$ cat src/sv/allpass_phaser_effect_core_macros.svh
// ============================================================================
// Assertion macros for the allpass phaser
// Shared concurrent assertion forms used by the top level.
// ============================================================================
`ifndef ALLPASS_PHASER_EFFECT_CORE_MACROS_SVH
`define ALLPASS_PHASER_EFFECT_CORE_MACROS_SVH

// Implication checked on the next edge after the antecedent.
`define APH_ASSERT_NEXT(label, clk, rst_n, ante, cons) \
    label: assert property (@(posedge clk) disable iff (!rst_n) (ante) |=> (cons)) \
        else $error("assertion failed");

// Implication checked in the same cycle.
`define APH_ASSERT_SAME(label, clk, rst_n, ante, cons) \
    label: assert property (@(posedge clk) disable iff (!rst_n) (ante) |-> (cons)) \
        else $error("assertion failed");

`endif

$ cat src/sv/aph_pkg.sv
// ============================================================================
// Allpass phaser package
// Widths, register indexes, reset values, sine coefficients and the cell control type.
// ============================================================================
package aph_pkg;

    localparam int NUM_STAGES_DEF   = 6;
    localparam int SAMPLE_WIDTH_DEF = 16;

    localparam int CFG_IDX_W  = 3;
    localparam int CFG_DATA_W = 31;

    typedef enum logic [CFG_IDX_W-1:0] {
        REG_LFO_INC   = 3'd0,
        REG_SWEEP_MIN = 3'd1,
        REG_SWEEP_MAX = 3'd2,
        REG_FB_GAIN   = 3'd3,
        REG_MIX_DEPTH = 3'd4
    } reg_idx_t;

    localparam logic [30:0] LFO_INC_RST   = 31'd48697;
    localparam logic [15:0] SWEEP_MIN_RST = 16'd1308;
    localparam logic [15:0] SWEEP_MAX_RST = 16'd4755;
    localparam logic [15:0] FB_GAIN_RST   = 16'd45875;
    localparam logic [16:0] MIX_DEPTH_RST = 17'd65536;

    localparam logic [16:0] SIN_C1 = 17'd51472;
    localparam logic [16:0] SIN_C3 = 17'd21024;
    localparam logic [16:0] SIN_C5 = 17'd2320;

    // Control handed along the row of stage cells.
    typedef struct packed {
        logic       start;
        logic [16:0] coef;
    } cell_ctl_t;

endpackage

$ cat src/sv/aph_coef.sv
// ============================================================================
// Coefficient unit
// Sine LFO, sweep interpolation and a bit-serial divider for a=(1-d)/(1+d).
// ============================================================================
module aph_coef (
    input  logic        clk,
    input  logic        rst_n,
    input  logic        start,
    input  logic [31:0] phase,
    input  logic [15:0] sweep_min,
    input  logic [15:0] sweep_max,
    output logic        done,
    output logic [16:0] coef
);
    typedef enum logic [2:0] { C_IDLE, C_T2, C_IN, C_MID, C_MAG, C_D, C_DIV } cstate_t;

    localparam logic [16:0] SIN_C5_L = aph_pkg::SIN_C5;

    cstate_t     st_reg;
    logic [15:0] t_reg;
    logic [16:0] t2_reg, w_reg;
    logic [16:0] u_reg;
    logic [16:0] d_reg;
    logic        hi_half_reg;
    logic [34:0] rem_reg;
    logic [17:0] den_reg;
    logic [16:0] q_reg;
    logic [5:0]  cnt_reg;
    logic        done_reg;

    logic [30:0] fx;
    logic [33:0] p;
    logic [17:0] mag;
    logic [33:0] dsum;

    always_comb
    begin
        // The folded quarter phase reaches a full quarter turn, so it keeps bit 30.
        fx    = phase[30] ? (31'h4000_0000 - {1'b0, phase[29:0]}) : {1'b0, phase[29:0]};
        p     = '0;
        mag   = '0;
        dsum  = '0;
        unique case (st_reg)
            C_T2:  p = 34'(t_reg) * 34'(t_reg);
            C_IN:  p = 34'(t2_reg) * 34'(SIN_C5_L);
            C_MID: p = 34'(t2_reg) * 34'(w_reg);
            C_MAG: p = 34'(t_reg) * 34'(w_reg);
            default: p = '0;
        endcase
        mag  = 18'(p >> 15);
        dsum = 34'(sweep_min) * 34'(17'h10000 - u_reg) + 34'(sweep_max) * 34'(u_reg)
             + 34'd32768;
    end

    always_ff @(posedge clk or negedge rst_n)
    begin
        if (!rst_n)
        begin
            st_reg   <= C_IDLE;
            done_reg <= 1'b0;
        end
        else
        begin
            done_reg <= 1'b0;
            unique case (st_reg)
                C_IDLE:
                begin
                    if (start)
                    begin
                        t_reg       <= fx[30:15];
                        hi_half_reg <= phase[31];
                        st_reg      <= C_T2;
                    end
                end
                C_T2:
                begin
                    t2_reg <= 17'(p >> 15);
                    st_reg <= C_IN;
                end
                C_IN:
                begin
                    w_reg  <= aph_pkg::SIN_C3 - 17'(p >> 15);
                    st_reg <= C_MID;
                end
                C_MID:
                begin
                    w_reg  <= aph_pkg::SIN_C1 - 17'(p >> 15);
                    st_reg <= C_MAG;
                end
                C_MAG:
                begin
                    if (mag > 18'd32768)
                        u_reg <= hi_half_reg ? 17'd0 : 17'd65536;
                    else
                        u_reg <= hi_half_reg ? 17'(18'd32768 - mag) : 17'(18'd32768 + mag);
                    st_reg <= C_D;
                end
                C_D:
                begin
                    d_reg   <= 17'(dsum >> 16);
                    st_reg  <= C_DIV;
                    cnt_reg <= '0;
                end
                C_DIV:
                begin
                    if (cnt_reg == 6'd0)
                    begin
                        // Numerator (1-d)*2^16 plus half the divisor, for rounding.
                        rem_reg <= 35'((35'(17'h10000 - d_reg) << 16)
                                 + 35'((18'h10000 + 18'(d_reg)) >> 1));
                        den_reg <= 18'h10000 + 18'(d_reg);
                        q_reg   <= '0;
                        cnt_reg <= 6'd1;
                    end
                    else
                    begin
                        // Restoring long division, one quotient bit a cycle.
                        if (rem_reg[34:17] >= den_reg)
                        begin
                            rem_reg <= 35'(({rem_reg[34:17] - den_reg, rem_reg[16:0]}) << 1);
                            q_reg   <= {q_reg[15:0], 1'b1};
                        end
                        else
                        begin
                            rem_reg <= rem_reg << 1;
                            q_reg   <= {q_reg[15:0], 1'b0};
                        end
                        if (cnt_reg == 6'd18)
                        begin
                            st_reg   <= C_IDLE;
                            done_reg <= 1'b1;
                        end
                        cnt_reg <= cnt_reg + 6'd1;
                    end
                end
                default: st_reg <= C_IDLE;
            endcase
        end
    end

    assign done = done_reg;
    assign coef = q_reg;
endmodule

$ cat config.mk
export PLATFORM = sky130hd
export DESIGN_NAME = aph_coef
export DESIGN_NICKNAME = d
export VERILOG_FILES = /design/src/sv/allpass_phaser_effect_core_macros.svh /design/src/sv/aph_pkg.sv /design/src/sv/aph_coef.sv
export SDC_FILE = /design/constraint.sdc
export NUM_CORES = 2
export LEC_CHECK = 0
export ABC_AREA = 1
export BUFFER_PORTS_ARGS = -buffer_cell sky130_fd_sc_hd__buf_2
export CAP_MARGIN = 20
export CORE_UTILIZATION = 45
export DETAILED_ROUTE_END_ITERATION = 7
export HOLD_SLACK_MARGIN = 0.03
export PLACE_DENSITY = 0.71
export SYNTH_ARGS = -nofsm -noshare
export SYNTH_HDL_FRONTEND = slang
export SYNTH_SLANG_ARGS = --single-unit
$ cat constraint.sdc
create_clock -name clk -period 13.3 [get_ports clk]
set_input_delay 1.33 -clock clk [delete_from_list [all_inputs] [get_ports clk]]
set_output_delay 1.33 -clock clk [all_outputs]
set_load 0.1 [all_outputs]
==> results.tsv <==
metric	value	unit
setup TNS	0	ps
max reg flops	35	
post-synth net total	9444	
Post-CTS Hold Fix Bufs	0	
synthesized instance count	7675	
RSZ-0062 raised after global routing	false	
post_cts resized	0	
Avg Synthesized Cell Area	7.65	um^2
initial core utilization	45.3	%
GP Congestion	0.962	
#FFs+latches synth	165	
crit path kind	register to register	
Final #Nets	9333	
Reg2Reg Depth	33	
Max Root-Sink Buffers	2	
Rows	132	
Post-Syn Area	0.0587	mm^2
Rel. slew slack	30.0	%
Via-to-Cell Ratio	5.00	
number of global-route vias before repair	49600	
first-pass GRT wire length	254000	um
distinct cell type count after synthesis	54	
highest metal used	met5	
setup clock skew after layout	22.8	ps
Setup Fix Bufs, Post-CTS	0	
Crit path max-delay family	adder cells	
crit path max-delay cell type	edfxtp_1	
Place WS	4210	ps
drt first pass iters	8	
reg-to-reg startpoint	u_reg[1]	
Final Hold Vio Count	0	
Overflow after GRT	0	
Critical Path RT	13550	ps
f_max	0.109	GHz
WL final	155000	um
Final Worst Setup Slack	4090	ps
Critical Path AT	9460	ps
DR vias	46600	
Post-synth EDFFs	161	
post-synthesis sequential area ratio	8.40	%
H-tree levels	4	
Die W	363	um
# port buffers	84	
critical path endpoint category	register	
Slew Limit Fails	0	
CTS root buffer	clkbuf_16	
clock slew at reported path FFs	90	ps
worst setup path startpoint	u_reg[1]	
element type at the critical path start	register	
largest net degree at the start of global routing	64	
Post-synth ARST share	2.42	%
clk sinks	165	
DR iter-0 viols	3119	
# IOs	85	
max-cap viol count	0	
wire per inst	16.7	um
WL met1	64900	um
Die H	363	um
metal3 WL	10400	um
Worst setup endpoint	d_reg[16]	
Fill cells	12800	
area grow syn2layout	4.57	%
fin crit share	69.3	%
placed wire-length estimate	127000	um
Final min period	9210	ps
Num CTS Buffers	17	
YS warnings	0	
min-delay worst type	register to register	
core area	0.129	mm^2
GR Util All Layers	24.5	%
share of cells above drive strength 1	3.71	%
r2r endpoint	d_reg[16]	
initial antenna violation count	4	
CTS tree	yes	
CP peak stage delay	680	ps
status	finished, final reports clean	
R2R Setup Slk	4090	ps
Antenna Violating Nets Remaining	0	
die area	0.132	mm^2
DRC	0	
Post-synth top flop	edfxtp_1	
crit-path max FO	18	
Bufs and invs on worst path	8	
Crit path depth	33	
clock latency on the worst-skew pair	500	ps
final setup vio count	0	
met2 wire length	74300	um
Slew @ Worst Pin	1050	ps
-- stage by stage --
step	cell area (um^2)	instances	hold WS, ps	utilization, %
2_1_floorplan	58700	7675	443	-
3_3_place_gp	60800	9287	502	46.9
3_5_place_dp	60800	9287	506	46.9
4_1_cts	61400	9319	527	47.4
5_1_grt	61400	9320	546	47.4
6_report	61400	9320	532	47.4
-- worst min-delay path by stage --
| stage | from | to | slack [ps] | cells past startpoint |
|---|---|---|---|---|
| 5_1_grt | rem_reg[16] | rem_reg[17] | 550 | 2 |
| 3_3_place_gp | rem_reg[16] | rem_reg[17] | 500 | 2 |
| 4_1_cts | rem_reg[16] | rem_reg[17] | 530 | 2 |
| 6_report | rem_reg[16] | rem_reg[17] | 530 | 2 |
| 2_1_floorplan | d_reg[6] | den_reg[6] | 440 | 0 |
| 3_5_place_dp | rem_reg[16] | rem_reg[17] | 510 | 2 |
-- per-layer routing --
| layer | vias to the layer above | global-route usage [%] |
|---|---|---|
| met5 | - | 0 |
| met2 | 1423 | 41.5 |
| met3 | 324 | 3.81 |
| met4 | 6 | 9.52 |
| li1 | 21900 | - |
| met1 | 22900 | 31.4 |
-- area by class of cell --
class / instances / area (um^2) / area share (%)
diodes: 1 / 2.50 / 0.00408
clock buffers: 17 / 425 / 0.693
clock inverters: 15 / 200 / 0.326
inverters: 2279 / 8550 / 13.9
multi-input cells: 4947 / 44200 / 71.9
flip-flops and latches: 165 / 4930 / 8.04
well taps: 1742 / 2180 / 3.55
repair buffers: 154 / 946 / 1.54
-- cells in the mapped netlist (2+ instances only) --
cell / n / area share, %
inv_1: 2266 / 14
nand2_1: 1965 / 13
fa_1: 1136 / 39
ha_1: 566 / 12
nor2_1: 379 / 2.4
clkbuf_1: 242 / 1.5
nand3_1: 198 / 1.7
a21oi_1: 179 / 1.5
edfxtp_1: 161 / 8.2
o21ai_0: 121 / 1.0
xor2_1: 67 / 1.0
nand4_1: 53 / 0.56
xnor2_1: 40 / 0.60
nor3_1: 36 / 0.31
buf_1: 29 / 0.19
nand3b_1: 27 / 0.35
nand2_2: 22 / 0.23
nor2_2: 21 / 0.22
o21bai_1: 18 / 0.23
nor4_1: 14 / 0.15
inv_2: 12 / 0.077
nor2_4: 11 / 0.21
buf_2: 9 / 0.077
o31ai_1: 8 / 0.10
a21o_1: 7 / 0.090
a31oi_1: 7 / 0.075
nand3_2: 7 / 0.12
o211ai_1: 7 / 0.090
o21ai_1: 7 / 0.060
and2_1: 6 / 0.064
a21boi_0: 5 / 0.064
o21a_1: 5 / 0.064
or2_2: 5 / 0.053
dfrtp_1: 4 / 0.17
o22ai_1: 4 / 0.043
and3_1: 3 / 0.032
buf_4: 3 / 0.038
nand2_4: 3 / 0.058
o221ai_1: 3 / 0.045
a211oi_1: 2 / 0.026
nor2_8: 2 / 0.068
nor3_2: 2 / 0.034
o21ai_2: 2 / 0.030
-- cells by family (layout without fill, tap and decap cells) --
kind of cell             count (synthesis)  in the layout  synth area share (%)
AND/OR/NAND/NOR                       2756           2756                  19.2
buffers and inverters                 2563           2465                  16.4
other                                    0              1                     0
adder cells (fa/ha/maj)               1702           1702                  50.8
flip-flops                             165            165                  8.40
AO/OA/AOI/OAI                          382            382                  3.60
XOR/XNOR                               107            107                  1.60
-- worst min-delay path, delay by kind of cell, from the launching register on --
family	cells	cell delay, ps
and+or+nand+nor	2	110
DFF	1	330
-- placed cells by master (no fill, tap or decap), types with 6 or more instances in the layout --
cell / synthesis / layout
nand4_1: 53 / 53
nand2_2: 22 / 22
ha_1: 566 / 566
o21ai_0: 121 / 121
nand3_1: 198 / 198
nor2_2: 21 / 22
fa_1: 1136 / 1136
a31oi_1: 7 / 7
nor4_1: 14 / 14
xnor2_1: 40 / 39
inv_1: 2266 / 2266
and2_1: 6 / 6
nand2_1: 1965 / 1965
a21o_1: 7 / 7
buf_2: 9 / 84
o211ai_1: 7 / 7
nand3b_1: 27 / 27
nor2_4: 11 / 12
nand3_2: 7 / 7
xor2_1: 67 / 67
buf_4: 3 / 70
inv_2: 12 / 12
o21ai_1: 7 / 7
o21bai_1: 18 / 18
clkbuf_16: 0 / 17
a21oi_1: 179 / 179
edfxtp_1: 161 / 161
nor2_1: 379 / 377
nor3_1: 36 / 34
o31ai_1: 8 / 8
Power is left out: the tool's default activity adds up to more than one toggle a clock period on the data nets, which glitch-free logic cannot reach.
