===== src/sv/allpass_phaser_effect_core_macros.svh =====
// ============================================================================
// Assertion macros for the allpass phaser
// Shared concurrent assertion forms used by the top level.
// ============================================================================
`ifndef ALLPASS_PHASER_EFFECT_CORE_MACROS_SVH
`define ALLPASS_PHASER_EFFECT_CORE_MACROS_SVH

// Implication checked on the next edge after the antecedent.
`define APH_ASSERT_NEXT(label, clk, rst_n, ante, cons) \
    label: assert property (@(posedge clk) disable iff (!rst_n) (ante) |=> (cons)) \
        else $error("assertion failed");

// Implication checked in the same cycle.
`define APH_ASSERT_SAME(label, clk, rst_n, ante, cons) \
    label: assert property (@(posedge clk) disable iff (!rst_n) (ante) |-> (cons)) \
        else $error("assertion failed");

`endif


===== src/sv/aph_pkg.sv =====
// ============================================================================
// Allpass phaser package
// Widths, register indexes, reset values, sine coefficients and the cell control type.
// ============================================================================
package aph_pkg;

    localparam int NUM_STAGES_DEF   = 6;
    localparam int SAMPLE_WIDTH_DEF = 16;

    localparam int CFG_IDX_W  = 3;
    localparam int CFG_DATA_W = 31;

    typedef enum logic [CFG_IDX_W-1:0] {
        REG_LFO_INC   = 3'd0,
        REG_SWEEP_MIN = 3'd1,
        REG_SWEEP_MAX = 3'd2,
        REG_FB_GAIN   = 3'd3,
        REG_MIX_DEPTH = 3'd4
    } reg_idx_t;

    localparam logic [30:0] LFO_INC_RST   = 31'd48697;
    localparam logic [15:0] SWEEP_MIN_RST = 16'd1308;
    localparam logic [15:0] SWEEP_MAX_RST = 16'd4755;
    localparam logic [15:0] FB_GAIN_RST   = 16'd45875;
    localparam logic [16:0] MIX_DEPTH_RST = 17'd65536;

    localparam logic [16:0] SIN_C1 = 17'd51472;
    localparam logic [16:0] SIN_C3 = 17'd21024;
    localparam logic [16:0] SIN_C5 = 17'd2320;

    // Control handed along the row of stage cells.
    typedef struct packed {
        logic       start;
        logic [16:0] coef;
    } cell_ctl_t;

endpackage


===== src/sv/aph_cell.sv =====
// ============================================================================
// Allpass stage cell
// One first-order allpass section; it fires when its neighbor hands it x.
// ============================================================================
module aph_cell #(
    parameter int STATE_W = 24
) (
    input  logic                      clk,
    input  logic                      rst_n,
    input  logic                      clr,
    input  aph_pkg::cell_ctl_t        ctl_in,
    input  logic signed [STATE_W-1:0] x_in,
    output logic                      done,
    output logic signed [STATE_W-1:0] y_out
);
    localparam logic signed [STATE_W-1:0] HI = {1'b0, {(STATE_W-1){1'b1}}};
    localparam logic signed [STATE_W-1:0] LO = {1'b1, {(STATE_W-1){1'b0}}};

    typedef enum logic [1:0] { S_IDLE, S_Y, S_Z } cstate_t;

    cstate_t                   st_reg;
    logic signed [STATE_W-1:0] z_reg, x_reg, y_reg;
    logic [16:0]               a_reg;
    logic                      done_reg;

    logic signed [STATE_W+18:0] prod;
    logic signed [STATE_W+2:0]  rnd, sum;
    logic signed [STATE_W-1:0]  mop, satv;

    always_comb
    begin
        mop  = (st_reg == S_Y) ? x_reg : y_reg;
        prod = $signed({{19{mop[STATE_W-1]}}, mop}) *
               $signed({{(STATE_W+2){1'b0}}, a_reg});
        rnd  = (STATE_W+3)'((prod + (STATE_W+19)'(32768)) >>> 16);
        if (st_reg == S_Y)
            sum = (STATE_W+3)'(z_reg) - rnd;
        else
            sum = rnd + (STATE_W+3)'(x_reg);
        if (sum > (STATE_W+3)'(HI))
            satv = HI;
        else if (sum < (STATE_W+3)'(LO))
            satv = LO;
        else
            satv = sum[STATE_W-1:0];
    end

    always_ff @(posedge clk or negedge rst_n)
    begin
        if (!rst_n)
        begin
            st_reg   <= S_IDLE;
            done_reg <= 1'b0;
            z_reg    <= '0;
        end
        else
        begin
            done_reg <= 1'b0;
            unique case (st_reg)
                S_IDLE:
                begin
                    if (ctl_in.start)
                    begin
                        x_reg  <= x_in;
                        a_reg  <= ctl_in.coef;
                        st_reg <= S_Y;
                    end
                end
                S_Y:
                begin
                    y_reg  <= satv;
                    st_reg <= S_Z;
                end
                S_Z:
                begin
                    z_reg    <= satv;
                    done_reg <= 1'b1;
                    st_reg   <= S_IDLE;
                end
                default: st_reg <= S_IDLE;
            endcase
            if (clr)
                z_reg <= '0;
        end
    end

    assign done  = done_reg;
    assign y_out = y_reg;
endmodule


===== config.mk =====
export PLATFORM = sky130hd
export DESIGN_NAME = aph_cell
export DESIGN_NICKNAME = d
export VERILOG_FILES = /design/src/sv/allpass_phaser_effect_core_macros.svh /design/src/sv/aph_pkg.sv /design/src/sv/aph_cell.sv
export SDC_FILE = /design/constraint.sdc
export NUM_CORES = 1
export LEC_CHECK = 0
export BUFFER_PORTS_ARGS = -buffer_cell sky130_fd_sc_hd__buf_4
export CAP_MARGIN = 30
export CORE_AREA = 3 3 225 227
export CTS_CLUSTER_SIZE = 28
export DETAILED_ROUTE_END_ITERATION = 12
export DIE_AREA = 0 0 228 230
export GPL_TIMING_DRIVEN = 0
export PLACE_DENSITY = 0.65
export SLEW_MARGIN = 20
export SYNTH_ARGS = -nofsm -noshare
export SYNTH_HDL_FRONTEND = slang
export SYNTH_SLANG_ARGS = --single-unit

===== constraint.sdc =====
create_clock -name clk -period 11.78 [get_ports clk]
set_clock_uncertainty 0.1 [all_clocks]
set_input_delay 0.589 -clock clk [delete_from_list [all_inputs] [get_ports clk]]
set_output_delay 0.589 -clock clk [all_outputs]
set_load 0.03 [all_outputs]

==> results of run 1 <==
==> critical path: cells and delay by family, from the launching register on <==
kind                     cells  cell delay [ns]
adder cells (fa/ha/maj)      8             3.56
flip-flops                   1             0.38
buffers and inverters       14             2.30
AO/OA/AOI/OAI               11             2.43
XOR/XNOR                     2             0.52
AND/OR/NAND/NOR             10             1.68
==> routing by layer <==
layer  part of all wire [%]  track usage [%]
met5                      0                0
met4                    4.0             9.04
met3                    6.8             3.89
met2                     48             42.3
met1                     41             33.1
==> cell usage in the layout, fill, tap and decap left out, types with 14 or more instances in the layout <==
cell type	netlist	routed
inv_1	474	473
fa_1	406	406
nand2_1	316	300
and2_1	261	259
ha_1	179	175
buf_4	1	82
a21oi_1	84	76
edfxtp_1	65	65
nor2_1	63	62
clkbuf_1	79	53
o21ai_0	47	45
o21ai_1	42	41
xnor2_1	41	39
xor2_1	34	33
a21o_1	27	27
dfrtp_1	27	27
a211oi_2	21	21
nand3_1	17	17
nand4_1	16	16
nand2_2	0	14
a211oi_1	15	14
==> through the flow <==
step / cells / area [um^2] / TNS, ns
3_3_place_gp: 3131 / 23200 / -83.79
6_report: 3153 / 23800 / 0
3_5_place_dp: 3131 / 23200 / -85.07
5_1_grt: 3153 / 23800 / 0
2_1_floorplan: 2398 / 21800 / 0
4_1_cts: 3149 / 23600 / 0
==> cell families after synthesis <==
kind of cell    Yosys count  share of synthesized area, %
xor+xnor                 77                          3.21
compound gates          331                          10.3
mux                       4                         0.206
fa+ha+maj               585                          47.5
buf+inv                 574                          10.1
flops                    92                          12.0
simple gates            735                          16.7
==> how the worst min path moves through the flow <==
stage,to,slack (ns),cells past startpoint
6_report,done,0.03,1
2_1_floorplan,done,0.19,0
3_3_place_gp,st_reg[0],0.33,1
5_1_grt,done,0.05,1
4_1_cts,done,0.04,1
3_5_place_dp,st_reg[0],0.34,1
==> what timing repair did <==
| item | 4_1_cts | 5_1_grt |
|---|---|---|
| gates resized for setup | 41 | 56 |
| setup buffers | 3 | 6 |
| setup endpoints to repair | 48 | 48 |
| hold buffers | 0 | 0 |
| pin swaps | 2 | 3 |
==> cell type report <==
cell class              count  area, um^2
well taps                 664         831
plain buffers              97         483
repair buffers             78         586
inverters                 474        1780
clock inverters             6        43.8
flip-flops and latches     92        2630
multi-input cells        1732       17200
fillers                  4692       25000
clock buffers              10         250
==> out/metrics.yaml, run 1 <==
path_clk_slew_ns: 0.08
antenna_found_initial: 2
fin_hold_ws_ns: 0.0347
syn_area_per_cell_um2: 9.11
worstSetupEndpointType: "flop"
drtIter0Drc: 1208
ys_top_cells_by_area: "fa_1 37%, ha_1 10%, edfxtp_1 8.9%, inv_1 8.1%, and2_1 7.5%"
ys_top_cells_by_count: "474 x inv_1, 406 x fa_1, 316 x nand2_1, 261 x and2_1, 179 x ha_1"
startpoint_type: "flop"
synth_area_leader_cell: "fa_1"
die_h_um: 230
hp-class: "in2async"
cts_max_level: 3
post-route-util_pct: 48.7
cts_tree: "done"
grt_pass1_vias: 17900
setup.worst_path.start: "st_reg[1]"
syn_area_mm2: 0.0218
grtUsageTotal_pct: 25.1
insertion_delay_ns: 0.38
synthDistinctLibCells: 72
ys_warn_count: 0
rows: 81
post-dp-hpwl_um: 54200
cap_violations: 0
cts_sinks: 92
start_util_pct: 44.7
tightest_slew_ns: 0.787
finalCritPeriodShare_pct: 95.7
firstDrtPassIters: 6
cts.path.max_buffers: 2
synth_seq_cells: 92
r2r_end: "y_out[3]"
arrival_ns: 11.28
outcome: "completed"
layout.nets: 3114
r2r_cells: 45
r2r_slack_ns: 0.50
drc_errors: 0
yosysSeqAreaShare_pct: 12.0
die_w_um: 228
critPathSlowestCell: "fa_1"
worstSetupEndpoint: "y_out[3]"
setup.worst_path.class: "reg2reg"
ys.flop_type: "edfxtp_1"
overflow: 0
grt_first_pass_wirelength_um: 101000
max_freq_mhz: 88.7
wl_per_cell_um: 20.6
synth_top_cell_area_share_pct: 37.2
rsz0062_at_grt: "no"
grt_max_degree: 42
synth_nets: 3028
setup_ws_ns: 0.501
synth_cells: 2398
required_ns: 11.78
dieArea_mm2: 0.0524
synth_most_common_cell: "inv_1"
ios: 70
antenna_left: 0
drive_gt1_share_pct: 8.52
setup_viol: 0
fin_crit_ns: 11.28
area_growth_pct: 8.95
drt-vias-per-instance: 5.46
gp_congestion: 0.909
portBuffers: 69
synth_async_sr_flop_share_pct: 29.3
max-slew-margin-rel_pct: 47.5
clock-root-buffer: "clkbuf_16"
worstPathMaxFanout: 10
hold_viol_final: 0
synth_enable_flop_cells: 65
wl_um: 65100
cpPeakStageDelay_ns: 0.52
antenna_cells: 0
place_ws_ns: -2.03
vias: 17200
final_max_slew_viol_count: 0
r2r_start: "st_reg[1]"
cts_buffers: 9
core_mm2: 0.0488
Power of run 1 is left out: the tool's default activity adds up to more than one toggle a clock period on the data nets, which glitch-free logic cannot reach.
==> run 2: changes to the inputs <==
--- a/config.mk
+++ b/config.mk
@@ -7,12 +7,14 @@
 export LEC_CHECK = 0
 export BUFFER_PORTS_ARGS = -buffer_cell sky130_fd_sc_hd__buf_4
 export CAP_MARGIN = 30
+export CELL_PAD_IN_SITES_DETAIL_PLACEMENT = 1
+export CELL_PAD_IN_SITES_GLOBAL_PLACEMENT = 1
 export CORE_AREA = 3 3 225 227
 export CTS_CLUSTER_SIZE = 28
 export DETAILED_ROUTE_END_ITERATION = 12
 export DIE_AREA = 0 0 228 230
 export GPL_TIMING_DRIVEN = 0
-export PLACE_DENSITY = 0.65
+export PLACE_DENSITY = 0.79
 export SLEW_MARGIN = 20
 export SYNTH_ARGS = -nofsm -noshare
 export SYNTH_HDL_FRONTEND = slang
==> run 2 against run 1 <==
  * First-iteration DRC count down 24%
  * Non-clock buffer count rose by 6
  * Register-to-register slack got worse by 0.09 ns
  * Critical path type unchanged
  * Critical path depth unchanged
  * Setup slack worse by 0.089 ns
  * Highest routed layer unchanged
==> out/metrics.yaml, run 2 (synthesis results as in run 1) <==
outcome: "completed"
cts.path.max_buffers: 2  # unchanged
grt_use_met3_pct: 3.26  # -0.63 points
finalCritPeriodShare_pct: 96.5  # +0.76 points
max-slew-margin-rel_pct: 49.3  # +1.8 points
die_w_um: 228  # unchanged
fin_crit_ns: 11.37  # +0.0891 ns
drtIter0Drc: 915  # -24%
busiest_layer: "met2"
arrival_ns: 11.37  # +0.09 ns
area_growth_pct: 9.33
final_max_slew_viol_count: 0  # unchanged
insertion_delay_ns: 0.38  # about the same
cap_violations: 0  # unchanged
post_dp_cell_area_mm2: 0.0232  # +0.14%
antenna_left: 0  # unchanged
cts_buffers: 9  # unchanged
cts_tree: "done"
dieArea_mm2: 0.0524  # unchanged
drive_gt1_share_pct: 8.58  # +0.060 points
post-dp-hpwl_um: 61600  # +14%
worstPathMaxFanout: 10  # unchanged
grt_pass1_vias: 19800  # +11%
cpPeakStageDelay_ns: 0.53  # about the same
drc_errors: 0  # unchanged
overflow: 0  # unchanged
ctsHoldBuffers: 0  # unchanged
fin_area_mm2: 0.0239  # +0.35%
grt_first_pass_wirelength_um: 113000  # +12%
tightest_slew_ns: 0.760  # -0.0270 ns
path_clk_slew_ns: 0.08  # about the same
max_freq_mhz: 88.0  # -0.78%
post-route-util_pct: 48.9  # +0.17 points
multiInputGateArea_mm2: 0.0171  # -0.29%
startpoint_type: "flop"
portBuffers: 69  # unchanged
vias: 17500  # +1.7%
ios: 70  # unchanged
start_util_pct: 44.7  # unchanged
wl_um: 71700  # +10%
drt-vias-per-instance: 5.54  # +1.4%
worstSetupEndpointType: "flop"
hp-class: "in2async"
setup_viol: 0  # unchanged
nFillCells: 5729  # +22%
core_mm2: 0.0488  # unchanged
met1_usage_pct: 36.3  # +3.2 points
grt_max_degree: 30  # -29%
critPathSlowestCell: "fa_1"
cts_sinks: 92  # unchanged
gp_congestion: 0.922  # +1.4%
wl_per_cell_um: 22.7  # +10%
rows: 81  # unchanged
seqCellArea_mm2: 0.00263  # unchanged
cts_max_level: 3  # unchanged
hold_viol_final: 0  # unchanged
grt.met2_usage_pct: 48.8  # +6.5 points
final_cell_mix: "473 x inv_1, 406 x fa_1, 299 x nand2_1, 260 x and2_1, 176 x ha_1"
setup.worst_path.class: "reg2reg"
clock-root-buffer: "clkbuf_16"
firstDrtPassIters: 5  # -1
layout_commonest_cell: "inv_1"
layout.nets: 3120  # +0.19%
grtUsageTotal_pct: 27.9  # +2.8 points
antenna_found_initial: 1  # -1
required_ns: 11.79  # about the same
die_h_um: 230  # unchanged
finalSetupTns_ns: 0  # unchanged
## run 2: cell count changes in the layout (fill, tap and decap cells not counted), sizes merged
| cell | delta |
|---|---|
| clkbuf | -1 |
| clkinv | -1 |
| inv | +1 |
| buf | +6 |
| diode | +1 |
| clkinvlp | -1 |
| bufinv | +2 |
## run 2: critical path, delay by kind of cell, from the launching register on
family,cells,cell delay [ns]
xor+xnor,2,0.48
simple gates,10,1.72
fa+ha+maj,8,3.57
flops,1,0.40
buf+inv,14,2.24
compound gates,11,2.51
## run 2: worst paths after layout
| kind | startpoint | endpoint | slack, ns | cells past startpoint |
|---|---|---|---|---|
| max | st_reg[1] | y_out[9] | 0.41 | 45 |
| min | rst_n | st_reg[1] | 0.02 | 1 |
| max reg2reg | st_reg[1] | y_out[9] | 0.41 | 45 |
| min reg2reg | st_reg[1] | st_reg[0] | 0.40 | 1 |
| max in group asynchronous | rst_n | z_reg[20] | 11.28 | 1 |
| min in group clk | ctl_in[5] | a_reg[5] | 0.27 | 1 |
## run 2: layout make-up
cell class	count	share of cell area, %
Antenna cell	1	0.0105
Tap cell	664	3.48
Clock buffer	9	0.943
Clock inverter	7	0.487
Sequential cell	92	11.0
Timing Repair Buffer	85	2.76
Inverter	474	7.47
Multi-Input combinational cell	1732	71.8
Buffer	96	2.06
## run 2: metrics by stage
| step | worst slack [ns] | std cells | hold WS (ns) |
|---|---|---|---|
| detailed placement | -2.03 | 3133 | 0.385 |
| floorplan | 1.64 | 2398 | 0.193 |
| CTS | 0.00153 | 3154 | 0.0152 |
| global placement | -1.82 | 3131 | 0.330 |
| global route | -0.0231 | 3159 | 0.0226 |
| finish | 0.412 | 3160 | 0.0173 |
## run 2: layer usage
metal | vias up | routed length [um]
li1 | 7677 | -
met3 | 150 | 3910
met1 | 9133 | 29600
met2 | 531 | 35700
met4 | 0 | 2590
met5 | - | 0
## run 2: repair_timing
action                     in CTS  in global routing
setup endpoints to repair      48                 48
setup buffers                   6                  8
hold endpoints to repair        0                  0
resized for setup              40                 56
pin swaps                       4                  0
Power of run 2 is left out for the same reason.
==> run 3: changes to the inputs <==
--- a/config.mk
+++ b/config.mk
@@ -9,10 +9,10 @@
 export CAP_MARGIN = 30
 export CELL_PAD_IN_SITES_DETAIL_PLACEMENT = 1
 export CELL_PAD_IN_SITES_GLOBAL_PLACEMENT = 1
-export CORE_AREA = 3 3 225 227
+export CORE_AREA = 3 3 251 204
 export CTS_CLUSTER_SIZE = 28
 export DETAILED_ROUTE_END_ITERATION = 12
-export DIE_AREA = 0 0 228 230
+export DIE_AREA = 0 0 254 207
 export GPL_TIMING_DRIVEN = 0
 export PLACE_DENSITY = 0.79
 export SLEW_MARGIN = 20
==> run 3 against run 2 <==
  * Non-clock buffer count fell by 7
  * Count of clock-buffer cells in the layout is the same
  * Die area is 0.26% higher
  * Sequential share of layout area increased by 0.074 points
  * Cell count fell by 1.1%
  * First-iteration DRC count rose by 17%
==> out/metrics.yaml, run 3 (synthesis results as in run 1) <==
portBuffers: 69  # unchanged
max_freq_mhz: 88.3  # +0.32%
final_max_slew_viol_count: 0  # unchanged
arrival_ns: 11.44  # +0.07 ns
rsz0062_at_grt: "no"
die_h_um: 207  # -10%
grt_first_pass_wirelength_um: 110000  # -3.4%
wl_um: 70200  # -2.1%
tightest_slew_ns: 0.800  # +0.0395 ns
cpPeakStageDelay_ns: 0.54  # about the same
drt-vias-per-instance: 5.63  # +1.8%
vias: 17600  # +0.67%
max-slew-margin-rel_pct: 46.1  # -3.2 points
start_util_pct: 44.5  # -0.26 points
finalSetupTns_ns: 0  # unchanged
drc_errors: 0  # unchanged
wl_met1_um: 29700  # +0.29%
drtIter0Drc: 1068  # +17%
finalCritPeriodShare_pct: 96.2  # -0.31 points
setup.worst_path.class: "reg2reg"
worst_path_most_repeated_cell: "fa_1"
final_cell_mix: "473 x inv_1, 406 x fa_1, 299 x nand2_1, 260 x and2_1, 177 x ha_1"
antenna_left: 0  # unchanged
area_growth_pct: 8.60
worstSetupEndpointType: "flop"
layout.nets: 3113  # -0.22%
grt_max_degree: 30  # unchanged
fin_crit_ns: 11.33  # -0.0366 ns
clock-root-buffer: "clkbuf_16"
dr_wl_met3_um: 4540  # +16%
wl_per_cell_um: 22.5  # -1.0%
critical_path_buf_inv_count: 11  # -3
ios: 70  # unchanged
rows: 73  # -9.9%
hp-class: "in2async"
critPathSlowestCell: "fa_1"
highest_layer: "met4"
firstDrtPassIters: 6  # +1
path_clk_slew_ns: 0.07  # about the same
cts_tree: "done"
dieArea_mm2: 0.0526  # +0.26%
antenna_found_initial: 2  # +1
insertion_delay_ns: 0.38  # about the same
grtUsageTotal_pct: 27.2  # -0.73 points
antenna_cells: 0  # -1
die_w_um: 254  # +11%
cts_sinks: 92  # unchanged
cts.path.max_buffers: 2  # unchanged
startpoint_type: "flop"
cts_buffers: 9  # unchanged
hold_viol_final: 0  # unchanged
cts_max_level: 3  # unchanged
post-dp-hpwl_um: 60000  # -2.5%
crit_family: "adder cells"
overflow: 0  # unchanged
setup_viol: 0  # unchanged
grt_pass1_vias: 19800  # +0.36%
routed-wl-met2_um: 33600  # -5.7%
outcome: "completed"
nFillCells: 5748  # +0.33%
worstPathMaxFanout: 10  # unchanged
required_ns: 11.89  # +0.10 ns
gp_congestion: 0.891  # -3.4%
core_mm2: 0.0491  # +0.59%
layout_commonest_cell: "inv_1"
cap_violations: 0  # unchanged
drive_gt1_share_pct: 8.08  # -0.50 points
post-route-util_pct: 48.3  # -0.61 points
[run 3: cell count changes in the layout (fill, tap and decap cells not counted), sizes merged]
cell and change:
buf -8, clkbuf +1, inv +1, clkinv +1, diode -1, bufinv -2
[run 3: area by class of cell]
class / instances / area, um^2 / share of cell area [%]
clock buffer: 9 / 225 / 0.949
sequential: 92 / 2630 / 11.1
multi-input combinational: 1732 / 17100 / 72.1
buffer: 97 / 509 / 2.15
timing repair buffer: 77 / 611 / 2.57
tap: 637 / 797 / 3.36
clock inverter: 7 / 56.3 / 0.237
inverter: 474 / 1780 / 7.52
[run 3: per-stage QoR]
stage	worst slack, ns	instance area [um^2]	hold slack, ns	instances
floorplan	1.64	21800	0.193	2398
global placement	-1.51	23200	0.336	3104
detailed placement	-1.91	23200	0.358	3106
CTS	0.0106	23600	0.0390	3124
global route	0.0364	23700	0.0576	3125
finish	0.449	23700	0.0331	3125
[run 3: path summary, 6_finish.rpt]
kind,start,endpoint,slack (ns),depth (start not counted)
max in group asynchronous,rst_n,st_reg[0],11.23,1
min in group clk,x_in[20],x_reg[20],0.28,1
max reg2reg,st_reg[0],z_reg[17],0.45,42
min,rst_n,z_reg[22],0.03,1
min reg2reg,st_reg[1],st_reg[0],0.37,1
max,st_reg[0],z_reg[17],0.45,42
[run 3: metal layers]
| metal | up-vias | track usage [%] |
|---|---|---|
| met2 | 577 | 45.4 |
| met1 | 9234 | 35.8 |
| met4 | 0 | 8.89 |
| met5 | - | 0 |
| li1 | 7666 | - |
| met3 | 131 | 5.01 |
[run 3: what timing repair did]
action | CTS | global route
hold buffers | 0 | 0
setup buffers | 4 | 2
setup endpoints to repair | 48 | 48
pin swaps | 2 | 4
resized for setup | 43 | 59
Power of run 3 is left out for the same reason.
